===== config.mk =====
export PLATFORM = sky130hd
export DESIGN_NAME = integer_to_radix_text_unit
export DESIGN_NICKNAME = d
export VERILOG_FILES = /design/src/rtl/itrt_pkg.sv /design/src/rtl/itrt_div_step.sv /design/src/rtl/itrt_digit_store.sv /design/src/rtl/integer_to_radix_text_unit.sv
export SDC_FILE = /design/constraint.sdc
export NUM_CORES = 1
export LEC_CHECK = 0
export CAP_MARGIN = 20
export CORE_MARGIN = 2
export CORE_UTILIZATION = 40
export CTS_CLUSTER_SIZE = 28
export DETAILED_ROUTE_END_ITERATION = 8
export DONT_BUFFER_PORTS = 1
export PLACE_DENSITY = 0.57
export SETUP_SLACK_MARGIN = 0.02
export SKIP_CTS_REPAIR_TIMING = 1
export SYNTH_ARGS = -nofsm -noshare
export SYNTH_HDL_FRONTEND = slang
export SYNTH_SLANG_ARGS = --single-unit
export TNS_END_PERCENT = 5

===== constraint.sdc =====
create_clock -name clk_i -period 14.3 [get_ports clk_i]
set_input_delay 4.29 -clock clk_i [delete_from_list [all_inputs] [get_ports clk_i]]
set_output_delay 4.29 -clock clk_i [all_outputs]
set_load 0.02 [all_outputs]

===== src/rtl/itrt_pkg.sv =====
package itrt_pkg;

  localparam int unsigned MAX_DIGITS = 64;
  localparam int unsigned MAX_RADIX  = 16;

  localparam int unsigned VALUE_W = 64;
  localparam int unsigned DIGIT_W = 4;
  localparam int unsigned CHAR_W  = 8;
  localparam int unsigned RADIX_W = 5;
  localparam int unsigned DADDR_W = $clog2(MAX_DIGITS);
  localparam int unsigned CNT_W   = DADDR_W + 1;
  localparam int unsigned BYTES_W = $clog2(VALUE_W / 8);
  localparam int unsigned CIDX_W  = 2;

  localparam logic [RADIX_W-1:0] RESET_RADIX      = 5'd10;
  localparam logic [VALUE_W-1:0] RESET_ALPHA_LOW  = 64'h3736353433323130;
  localparam logic [VALUE_W-1:0] RESET_ALPHA_HIGH = 64'h6665646362613938;

  typedef enum logic [1:0] {
    ST_IDLE,
    ST_DIVIDE,
    ST_EMIT
  } state_e;

  typedef enum logic [CIDX_W-1:0] {
    CFG_RADIX    = 2'd0,
    CFG_ALPHA_LO = 2'd1,
    CFG_ALPHA_HI = 2'd2
  } cfg_idx_e;

  typedef struct packed {
    logic               en;
    logic [DADDR_W-1:0] addr;
    logic [DIGIT_W-1:0] data;
  } store_wr_t;

  typedef struct packed {
    logic               en;
    logic [DADDR_W-1:0] addr;
  } store_rd_t;

  // Clamp the radix register into the supported range
  function automatic logic [RADIX_W-1:0] eff_radix(input logic [RADIX_W-1:0] r);
    logic [RADIX_W-1:0] res;
    res = r;
    if (r < RADIX_W'(2)) begin
      res = RADIX_W'(2);
    end else if (r > RADIX_W'(MAX_RADIX)) begin
      res = RADIX_W'(MAX_RADIX);
    end
    return res;
  endfunction

  function automatic logic [CHAR_W-1:0] glyph_of(input logic [DIGIT_W-1:0] d,
                                                 input logic [VALUE_W-1:0] lo,
                                                 input logic [VALUE_W-1:0] hi);
    logic [5:0] sh;
    sh = {d[2:0], 3'b000};
    return d[3] ? hi[sh +: CHAR_W] : lo[sh +: CHAR_W];
  endfunction

endpackage


===== src/rtl/itrt_div_step.sv =====
module itrt_div_step import itrt_pkg::*; (
  input  logic [DIGIT_W-1:0] rem_i,
  input  logic [7:0]         byte_i,
  input  logic [RADIX_W-1:0] radix_i,
  output logic [7:0]         quot_o,
  output logic [DIGIT_W-1:0] rem_o
);

  // Eight restoring steps over one byte; the partial remainder stays below the radix
  always_comb begin
    logic [RADIX_W-1:0] part;
    part = {1'b0, rem_i};
    quot_o = '0;
    for (int i = 7; i >= 0; i--) begin
      part = {part[RADIX_W-2:0], byte_i[i]};
      if (part >= radix_i) begin
        part = part - radix_i;
        quot_o[i] = 1'b1;
      end
    end
    rem_o = part[DIGIT_W-1:0];
  end

endmodule


===== src/rtl/itrt_digit_store.sv =====
module itrt_digit_store import itrt_pkg::*; (
  input  logic               clk_i,
  input  store_wr_t          wr_i,
  input  store_rd_t          rd_i,
  output logic [DIGIT_W-1:0] rd_data_o
);

  logic [DIGIT_W-1:0] mem [MAX_DIGITS];

  always_ff @(posedge clk_i) begin
    if (wr_i.en) begin
      mem[wr_i.addr] <= wr_i.data;
    end
  end

  always_ff @(posedge clk_i) begin
    if (rd_i.en) begin
      rd_data_o <= mem[rd_i.addr];
    end
  end

endmodule


===== src/rtl/integer_to_radix_text_unit.sv =====
// Converts a 64-bit value, signed or unsigned, to digit characters in a radix of
// 2 to 16, most significant digit first, one output word per digit; the last
// word is flagged and a minus sign rides as the negative flag on every word.
// Characters come from the two alphabet registers. Each digit is found by
// the shared byte-wide long-division step, over all 64 bits, 8 bits a cycle;
// then the digits are read back from the digit store one a cycle while the
// output is not stalled. The input is not ready while a value is divided
// and its digits are read out. Configuration writes are accepted every cycle
// and must only be made while the block is idle with all words delivered.
module integer_to_radix_text_unit import itrt_pkg::*; (
  input  logic               clk_i,
  input  logic               rst_ni,
  input  logic               in_valid_i,
  output logic               in_ready_o,
  input  logic [VALUE_W-1:0] value_i,
  input  logic               is_signed_i,
  output logic               out_valid_o,
  input  logic               out_ready_i,
  output logic [CHAR_W-1:0]  character_o,
  output logic               negative_o,
  output logic               last_o,
  input  logic               cfg_valid_i,
  output logic               cfg_ready_o,
  input  logic [CIDX_W-1:0]  cfg_index_i,
  input  logic [VALUE_W-1:0] cfg_data_i
);

  state_e state_q, state_d;

  logic [RADIX_W-1:0] radix_q;
  logic [VALUE_W-1:0] alpha_lo_q, alpha_hi_q;

  logic [VALUE_W-1:0] work_q, work_d;
  logic [DIGIT_W-1:0] rem_q, rem_d;
  logic [BYTES_W-1:0] byte_cnt_q;
  logic [CNT_W-1:0]   n_q, rd_left_q, rd_idx;
  logic               neg_q, in_neg;
  logic               fetch_pend_q, fetch_last_q;

  logic               out_valid_q, out_neg_q, out_last_q;
  logic [CHAR_W-1:0]  out_char_q;

  logic [7:0]         quot;
  logic [DIGIT_W-1:0] step_rem, rd_data;
  logic               accept, digit_done, div_finish, load, issue;
  store_wr_t          wr;
  store_rd_t          rd;

  itrt_div_step u_div_step (
    .rem_i   (rem_q),
    .byte_i  (work_q[VALUE_W-1 -: 8]),
    .radix_i (eff_radix(radix_q)),
    .quot_o  (quot),
    .rem_o   (step_rem)
  );

  itrt_digit_store u_store (
    .clk_i     (clk_i),
    .wr_i      (wr),
    .rd_i      (rd),
    .rd_data_o (rd_data)
  );

  assign cfg_ready_o = 1'b1;
  assign in_neg      = is_signed_i & value_i[VALUE_W-1];
  assign rd_idx      = rd_left_q - CNT_W'(1);

  // Sequencer: next state and control
  always_comb begin
    state_d    = state_q;
    in_ready_o = 1'b0;
    accept     = 1'b0;
    digit_done = 1'b0;
    div_finish = 1'b0;
    issue      = 1'b0;
    work_d     = {work_q[VALUE_W-9:0], quot};
    rem_d      = step_rem;
    load       = fetch_pend_q & (~out_valid_q | out_ready_i);
    case (state_q)
      ST_IDLE: begin
        in_ready_o = 1'b1;
        accept     = in_valid_i;
        if (in_valid_i) begin
          state_d = ST_DIVIDE;
        end
      end
      ST_DIVIDE: begin
        digit_done = (byte_cnt_q == '1);
        if (digit_done) begin
          rem_d = '0;
          if ((work_d == '0) || (n_q == CNT_W'(MAX_DIGITS - 1))) begin
            div_finish = 1'b1;
            state_d    = ST_EMIT;
          end
        end
      end
      ST_EMIT: begin
        issue = (rd_left_q != '0) & (~fetch_pend_q | load);
        if ((rd_left_q == '0) && (!fetch_pend_q || load)) begin
          state_d = ST_IDLE;
        end
      end
      default: begin
        state_d = ST_IDLE;
      end
    endcase
  end

  assign wr.en   = digit_done;
  assign wr.addr = n_q[DADDR_W-1:0];
  assign wr.data = step_rem;
  assign rd.en   = issue;
  assign rd.addr = rd_idx[DADDR_W-1:0];

  always_ff @(posedge clk_i or negedge rst_ni) begin
    if (!rst_ni) begin
      state_q <= ST_IDLE;
    end else begin
      state_q <= state_d;
    end
  end

  always_ff @(posedge clk_i or negedge rst_ni) begin
    if (!rst_ni) begin
      radix_q    <= RESET_RADIX;
      alpha_lo_q <= RESET_ALPHA_LOW;
      alpha_hi_q <= RESET_ALPHA_HIGH;
    end else if (cfg_valid_i) begin
      case (cfg_index_i)
        CFG_RADIX:    radix_q    <= cfg_data_i[RADIX_W-1:0];
        CFG_ALPHA_LO: alpha_lo_q <= cfg_data_i;
        CFG_ALPHA_HI: alpha_hi_q <= cfg_data_i;
        default: begin
          // unmapped index: drop the write
        end
      endcase
    end
  end

  always_ff @(posedge clk_i or negedge rst_ni) begin
    if (!rst_ni) begin
      byte_cnt_q   <= '0;
      n_q          <= '0;
      rd_left_q    <= '0;
      fetch_pend_q <= 1'b0;
      out_valid_q  <= 1'b0;
    end else begin
      if (accept) begin
        byte_cnt_q <= '0;
        n_q        <= '0;
      end else if (state_q == ST_DIVIDE) begin
        byte_cnt_q <= byte_cnt_q + BYTES_W'(1);
        if (digit_done) begin
          n_q <= n_q + CNT_W'(1);
        end
      end
      if (div_finish) begin
        rd_left_q <= n_q + CNT_W'(1);
      end else if (issue) begin
        rd_left_q <= rd_idx;
      end
      if (issue) begin
        fetch_pend_q <= 1'b1;
      end else if (load) begin
        fetch_pend_q <= 1'b0;
      end
      if (load) begin
        out_valid_q <= 1'b1;
      end else if (out_ready_i) begin
        out_valid_q <= 1'b0;
      end
    end
  end

  // Datapath registers, no reset needed
  always_ff @(posedge clk_i) begin
    if (accept) begin
      work_q <= in_neg ? (VALUE_W'(0) - value_i) : value_i;
      rem_q  <= '0;
      neg_q  <= in_neg;
    end else if (state_q == ST_DIVIDE) begin
      work_q <= work_d;
      rem_q  <= rem_d;
    end
    if (issue) begin
      fetch_last_q <= (rd_left_q == CNT_W'(1));
    end
    if (load) begin
      out_char_q <= glyph_of(rd_data, alpha_lo_q, alpha_hi_q);
      out_neg_q  <= neg_q;
      out_last_q <= fetch_last_q;
    end
  end

  assign out_valid_o = out_valid_q;
  assign character_o = out_char_q;
  assign negative_o  = out_neg_q;
  assign last_o      = out_last_q;

endmodule


# ---- Word-level counts from Yosys, hierarchy flattened
# Memories as Yosys holds them, arrays and structs flattened. A register that Yosys moved wholly into a read port is not among the register bits.
# Index checks and enable logic that the tools add are counted.
dict set report word_totals {
  regBits 234
  ramBits 256
  inputBits 136
  word_cells 126
  n_memories 1
}
# name depth width rd rd_ports_with_merged_regs write_ports line_no
set mem_list {}
lappend mem_list {u_store.mem 64 4 1 1 1 itrt_digit_store.sv:8} ;# logic [DIGIT_W-1:0] mem [MAX_DIGITS];
dict set report classes {
  addsub 12
  magnitude_cmp 10
  eq_ne 11
  n_shift 2
  mux 48
  bitwise 7
  reduce_logical 19
}
# cell count
set op_table {}
lappend op_table {{2-to-1 mux 64 bit} 3}
lappend op_table {{variable part select 64 x 7 -> 8 bit} 2}
lappend op_table {{logical NOT 64 bit} 1}
lappend op_table {{subtractor 1 x 64 -> 64 bit, first input constant} 1}
lappend op_table {{greater-or-equal comparator 5 bit} 8}
lappend op_table {{2-to-1 mux 4 bit} 9}
lappend op_table {{2-to-1 mux 7 bit} 5}
lappend op_table {{subtractor 4 bit} 8}
lappend op_table {{2-to-1 mux 1 bit} 21}
lappend op_table {{2-to-1 mux 5 bit} 2}
lappend op_table {{nonzero test 2 bit} 5}
lappend op_table {{2-to-1 mux 2 bit} 4}
lappend op_table {{2-to-1 mux 8 bit} 1}
lappend op_table {{!= test 2 bit, second input constant} 4}
lappend op_table {{AND reduction 2 bit} 4}
lappend op_table {{adder 7 x 1 -> 7 bit, second input constant} 1}
lappend op_table {{equality test 7 x 1 -> 1 bit, second input constant} 1}
lappend op_table {{equality test 7 x 6 -> 1 bit, second input constant} 1}
lappend op_table {{logical NOT 7 bit} 1}
lappend op_table {{nonzero test 7 bit} 1}
lappend op_table {{subtractor 7 x 1 -> 7 bit, second input constant} 1}
lappend op_table {{2-to-1 mux 3 bit} 2}
lappend op_table {{one-hot mux 2 bit (3 select lines)} 1}
lappend op_table {{> comparator 5 bit, second input constant} 1}
lappend op_table {{other kinds (13)} 21}

# ---- Depth between registers and ports, before layout
dict set report logic_depth {
  word_depth 25
  depth_mapped 53
  mapped_depth_nobuf 51
}

# ---- By module
# From an unflattened synthesis, not the netlist that was laid out.
dict set report unflattened {
  hier_cells 1707
  area_unflattened_um2 24079.3
}
# mod instances cells_each area_each_um2 seq_area_each_um2
set by_module_without_submodules {}
lappend by_module_without_submodules {integer_to_radix_text_unit 1 973 11880.1 6288.5}
lappend by_module_without_submodules {itrt_digit_store 1 521 10447.5 7807.5}
lappend by_module_without_submodules {itrt_div_step 1 213 1751.7 0.0}

# ---- Worst setup path before layout
# No wires, ideal clock.
dict set report synth_path {
  kind {reg-to-reg}
  start {register radix_q[3]}
  end {memory u_store.mem[0][3], data pin}
  setup_time_ns 0.703
  arrival_ns 13.158
  path_slack_ns 0.439
  stages_incl_launch_ff 44
  n_path_buf 1
  cell_sequence {dfstp_2 -> nor2_1 -> o21ai_0 -> ha_1 -> a211oi_1 -> o21ai_1 -> mux2_2 -> ha_1 -> a21o_1 -> a31oi_1 -> o21ai_1 -> mux2_2 -> ha_1 -> a21o_1 -> a31oi_1 -> o21ai_1 -> mux2_2 -> ha_1 -> (+8 left out) -> mux2i_1 -> inv_1 -> ha_1 -> nand2_1 -> o21ai_0 -> a31oi_1 -> mux2_2 -> inv_1 -> ha_1 -> a21o_1 -> a31oi_1 -> o21ai_1 -> nor2_1 -> a21oi_1 -> ha_1 -> a211oi_1 -> o31ai_1 -> o21ai_0}
}
dict set report synth_via {
  elab_chain_cells 19
}
# element line_no
set synth_lines {}
lappend synth_lines {{start, declared} integer_to_radix_text_unit.sv:30} ;# logic [RADIX_W-1:0] radix_q;
lappend synth_lines {{start signal, assigned} integer_to_radix_text_unit.sv:130} ;# CFG_RADIX: radix_q <= cfg_data_i[RADIX_W-1:0];
lappend synth_lines {{> comparator 5 bit} itrt_pkg.sv:48} ;# end else if (r > RADIX_W'(MAX_RADIX)) begin
lappend synth_lines {{2-to-1 mux 5 bit} itrt_pkg.sv:48}
lappend synth_lines {{2-to-1 mux 5 bit (*)} itrt_pkg.sv:46} ;# if (r < RADIX_W'(2)) begin
lappend synth_lines {{subtractor 4 bit / greater-or-equal comparator 5 bit (equally long branches)} {itrt_div_step.sv:17, itrt_div_step.sv:16}}
lappend synth_lines {{2-to-1 mux 4 bit} itrt_div_step.sv:16} ;# if (part >= radix_i) begin
lappend synth_lines {{subtractor 4 bit / greater-or-equal comparator 5 bit (equally long branches)} {itrt_div_step.sv:17, itrt_div_step.sv:16}}
lappend synth_lines {{2-to-1 mux 4 bit} itrt_div_step.sv:16}
lappend synth_lines {{subtractor 4 bit / greater-or-equal comparator 5 bit (equally long branches)} {itrt_div_step.sv:17, itrt_div_step.sv:16}}
lappend synth_lines {{(+4 left out)} --}
lappend synth_lines {{2-to-1 mux 4 bit} itrt_div_step.sv:16}
lappend synth_lines {{subtractor 4 bit / greater-or-equal comparator 5 bit (equally long branches)} {itrt_div_step.sv:17, itrt_div_step.sv:16}}
lappend synth_lines {{2-to-1 mux 4 bit} itrt_div_step.sv:16}
lappend synth_lines {{subtractor 4 bit / greater-or-equal comparator 5 bit (equally long branches)} {itrt_div_step.sv:17, itrt_div_step.sv:16}}
lappend synth_lines {{2-to-1 mux 4 bit} itrt_div_step.sv:16}
lappend synth_lines {{subtractor 4 bit / greater-or-equal comparator 5 bit (equally long branches)} {itrt_div_step.sv:17, itrt_div_step.sv:16}}
lappend synth_lines {{2-to-1 mux 4 bit (*)} itrt_div_step.sv:16}
lappend synth_lines {{named net step_rem[3]} integer_to_radix_text_unit.sv:44} ;# logic [DIGIT_W-1:0] step_rem, rd_data;
lappend synth_lines {{end, declared} itrt_digit_store.sv:8}
# Mark *: on every way through the listed nets, which the timed path passes. The rest lies on a longest branch.

# ---- Worst setup path after layout
dict set report layout_path {
  start {register radix_q[4]}
  end {register rd_left_q[0]}
}
dict set report layout_via {
  elab_chain_cells 25
}
# element line_no
set layout_lines {}
lappend layout_lines {{> comparator 5 bit} itrt_pkg.sv:48}
lappend layout_lines {{2-to-1 mux 5 bit} itrt_pkg.sv:48}
lappend layout_lines {{2-to-1 mux 5 bit (*)} itrt_pkg.sv:46}
lappend layout_lines {{subtractor 4 bit / greater-or-equal comparator 5 bit (equally long branches)} {itrt_div_step.sv:17, itrt_div_step.sv:16}}
lappend layout_lines {{2-to-1 mux 4 bit} itrt_div_step.sv:16}
lappend layout_lines {{subtractor 4 bit / greater-or-equal comparator 5 bit (equally long branches)} {itrt_div_step.sv:17, itrt_div_step.sv:16}}
lappend layout_lines {{2-to-1 mux 4 bit} itrt_div_step.sv:16}
lappend layout_lines {{subtractor 4 bit / greater-or-equal comparator 5 bit (equally long branches)} {itrt_div_step.sv:17, itrt_div_step.sv:16}}
lappend layout_lines {{(+9 left out)} --}
lappend layout_lines {{greater-or-equal comparator 5 bit} itrt_div_step.sv:16}
lappend layout_lines {{2-to-1 mux 1 bit} itrt_div_step.sv:16}
lappend layout_lines {{logical NOT 64 bit (*)} integer_to_radix_text_unit.sv:91} ;# if ((work_d == '0) || (n_q == CNT_W'(MAX_DIGITS - 1))) begin
lappend layout_lines {{logical OR 1 bit (*)} integer_to_radix_text_unit.sv:91}
lappend layout_lines {{2-to-1 mux 1 bit (*)} integer_to_radix_text_unit.sv:91}
lappend layout_lines {{2-to-1 mux 1 bit (*)} integer_to_radix_text_unit.sv:89} ;# if (digit_done) begin
lappend layout_lines {{2-to-1 mux 1 bit (*)} integer_to_radix_text_unit.sv:79} ;# case (state_q)
lappend layout_lines {{2-to-1 mux 7 bit / nonzero test 2 bit (equally long branches)} --}
lappend layout_lines {{end signal, assigned} integer_to_radix_text_unit.sv:158} ;# rd_left_q <= n_q + CNT_W'(1);
lappend layout_lines {{end signal, assigned} integer_to_radix_text_unit.sv:160} ;# rd_left_q <= rd_idx;
lappend layout_lines {{end, declared} integer_to_radix_text_unit.sv:36} ;# logic [CNT_W-1:0] n_q, rd_left_q, rd_idx;
# Mark *: on every way between the ends. The rest lies on a longest branch, timed or not.
# A chain may end at the register's enable or synchronous reset.

==> reports/qor.yml <==
cells_and_area:
  final_net_count: 1803
  diodes: 0
  area_growth_pct: 10.9
  final_layout_size_suffix_gt1_share_pct: 27.0
  final_area_um2: 26200
yosys:
  yosysTopAreaCell: "edfxtp_1"
  synth_cell_type_count: 65
  yosysSeqAreaShare_pct: 59.7
  avgSynthCellArea_um2: 14.6
  synth_edf_count: 336
  synth-seq-cells: 494
  synth_area_um2: 23600
  synth_commonest_cells: "edfxtp_1 (336), mux2_2 (146), nor2_1 (128), mux4_2 (120), nand2_1 (104)"
  synth_top_area_share_pct: 42.7
  yosysWarnings: 0
  synth-main-ff-cell: "edfxtp_1"
  ys_top_cells_by_area: "edfxtp_1 (43%), mux4_2 (11%), dfrtp_1 (10%), mux2_2 (7.0%), dfstp_2 (6.5%)"
  async_reset_ff_share_pct: 31.2
  yosysMostFrequentCell: "edfxtp_1"
  synth_fp_nets: 1811
  syn_inst: 1621
global_routing:
  antenna_found_initial: 0
  gr-total-overflow: 0
  grt_usage_pct: 17.9
  grt_pass1_wl_um: 83200
  grt_max_degree: 155
  first_global_vias: 13800
  use_met2_pct: 28.4
  grt-busiest-layer: "met2"
  use_met3_pct: 2.96
  use_met1_pct: 25.0
placed_design:
  place_area_um2: 24400
  gp_congestion: 0.819
  dp_hpwl_um: 36800
  numPortBuffers: 0
hold_path:
  whs_path_depth: 0
  hp-class: "register to register"
  worstHoldStart: "fetch_last_q$_DFFE_PP_"
timing:
  slew_viol_final: 0
  hold_viol_final: 0
  final.min_clock_period_ps: 13090
  finalCritPeriodShare_pct: 91.5
  relSlewSlack_pct: 33.5
  fmax_mhz: 76.4
  tightestPinTransition_ps: 998
  fin_worst_skew_ps: 18.3
  tns_ps: 0
  setup_violations: 0
  rsz0062_at_grt: "no"
worst_setup_path:
  path_class: "register to register"
  crit_family: "compound AO/OA/AOI/OAI gates"
  crit_buf_inv: 5
  slowest_delay_ps: 570
  worst_ep_arrival_time_ps: 13550
  startpoint: "radix_q[4]$_DFFE_PN0P_"
  startpoint_type: "register"
  cp.depth: 49
  critPathSlowestCell: "o311a_1"
  cpMostUsedCell: "ha_1"
  critPathRequiredTime_ps: 14760
  r2r_start: "radix_q[4]$_DFFE_PN0P_"
  reg2reg_slack_ps: 1210
  endpoint_kind: "register"
  rr_worst_depth: 49
  cp_max_fo: 13
die:
  die_w_um: 247
  io_pins: 149
  floorplan.initialDensity_pct: 40.2
  rows: 89
  die_h_um: 247
  core_region_area_um2: 58700
  die_area_um2: 61000
clock_tree:
  cts_tree: "done"
  cts_sinks: 494
  h-tree-depth: 2
  cts_buffers: 50
  cts.path.max_buffers: 3
  path_clk_slew_ps: 60
  clk_latency_ps: 600
  cts-root-buf: "clkbuf_16"
routing:
  wl_per_cell_um: 22.3
  wl_um: 54200
  avgViaCountPerCell: 5.60
  ant_nets: 0
  drtPass1Iterations: 5
  drt_iter0_markers: 1018
  via_count: 13600
  drc_errors: 0
status:
  status: "complete, no violations"
run:
  max-cap-violations: 0
==> placed cells by master (no fill, tap or decap), types with 51 or more instances in the layout <==
master       n
nand2_1    103
mux2_2     146
edfxtp_1   336
clkbuf_16   51
dfstp_2     58
a21oi_1     51
o21ai_0     83
dfrtp_1     95
nor2_1     128
mux4_2     120
==> layer usage <==
layer,part of all wire [%],vias up
li1,-,6202
met1,44,6996
met2,48,300
met3,4.9,86
met4,2.8,0
met5,0,-
==> sequential cells by signal (all words and copies together), names as in the netlist, 4 cells and up <==
name,flops
rem_q,4
u_store.mem,256
alpha_hi_q,64
work_q,64
rd_left_q,7
u_store.rd_data_o,4
character_o,8
alpha_lo_q,64
n_q,7
radix_q,5
==> area by class of cell <==
cell class	count	area (um2)
inverter	39	146
multi-input combinational	1010	9120
fill	5126	32500
clock inverter	22	238
tap	773	967
clock buffer	70	1420
sequential	494	14100
timing repair buffer	18	188
==> worst paths after layout <==
check | endpoint
worst max register to register | rd_left_q[0]$_DFFE_PN0P_
min in group asynchronous | alpha_lo_q[62]$_DFFE_PN0P_
worst min register to register | last_o$_DFFE_PP_
worst min-delay path | last_o$_DFFE_PP_
worst max-delay path | rd_left_q[0]$_DFFE_PN0P_
max in group asynchronous | radix_q[3]$_DFFE_PN1P_
==> per-stage QoR <==
stage          std cells  util [%]  hold slack (ps)  setup WS [ps]
2_1_floorplan       1621         -              400            439
6_report            2426      44.6              442           1210
4_1_cts             2423      44.5              443            902
5_1_grt             2426      44.6              452           46.3
3_3_place_gp        2331      41.6              403           1310
3_5_place_dp        2331      41.6              425            932
==> cells by family after synthesis <==
kind of cell / count (synthesis) / synth area share (%)
AO/OA/AOI/OAI: 230 / 5.89
flip-flops: 494 / 59.7
adder cells (fa/ha/maj): 54 / 3.12
other: 1 / 0.0159
buffers and inverters: 117 / 1.88
XOR/XNOR: 85 / 3.15
AND/OR/NAND/NOR: 366 / 7.49
multiplexers: 274 / 18.8
Power is not shown: default switching activity piles up to over one toggle a cycle in this logic, so the estimate is an artifact.
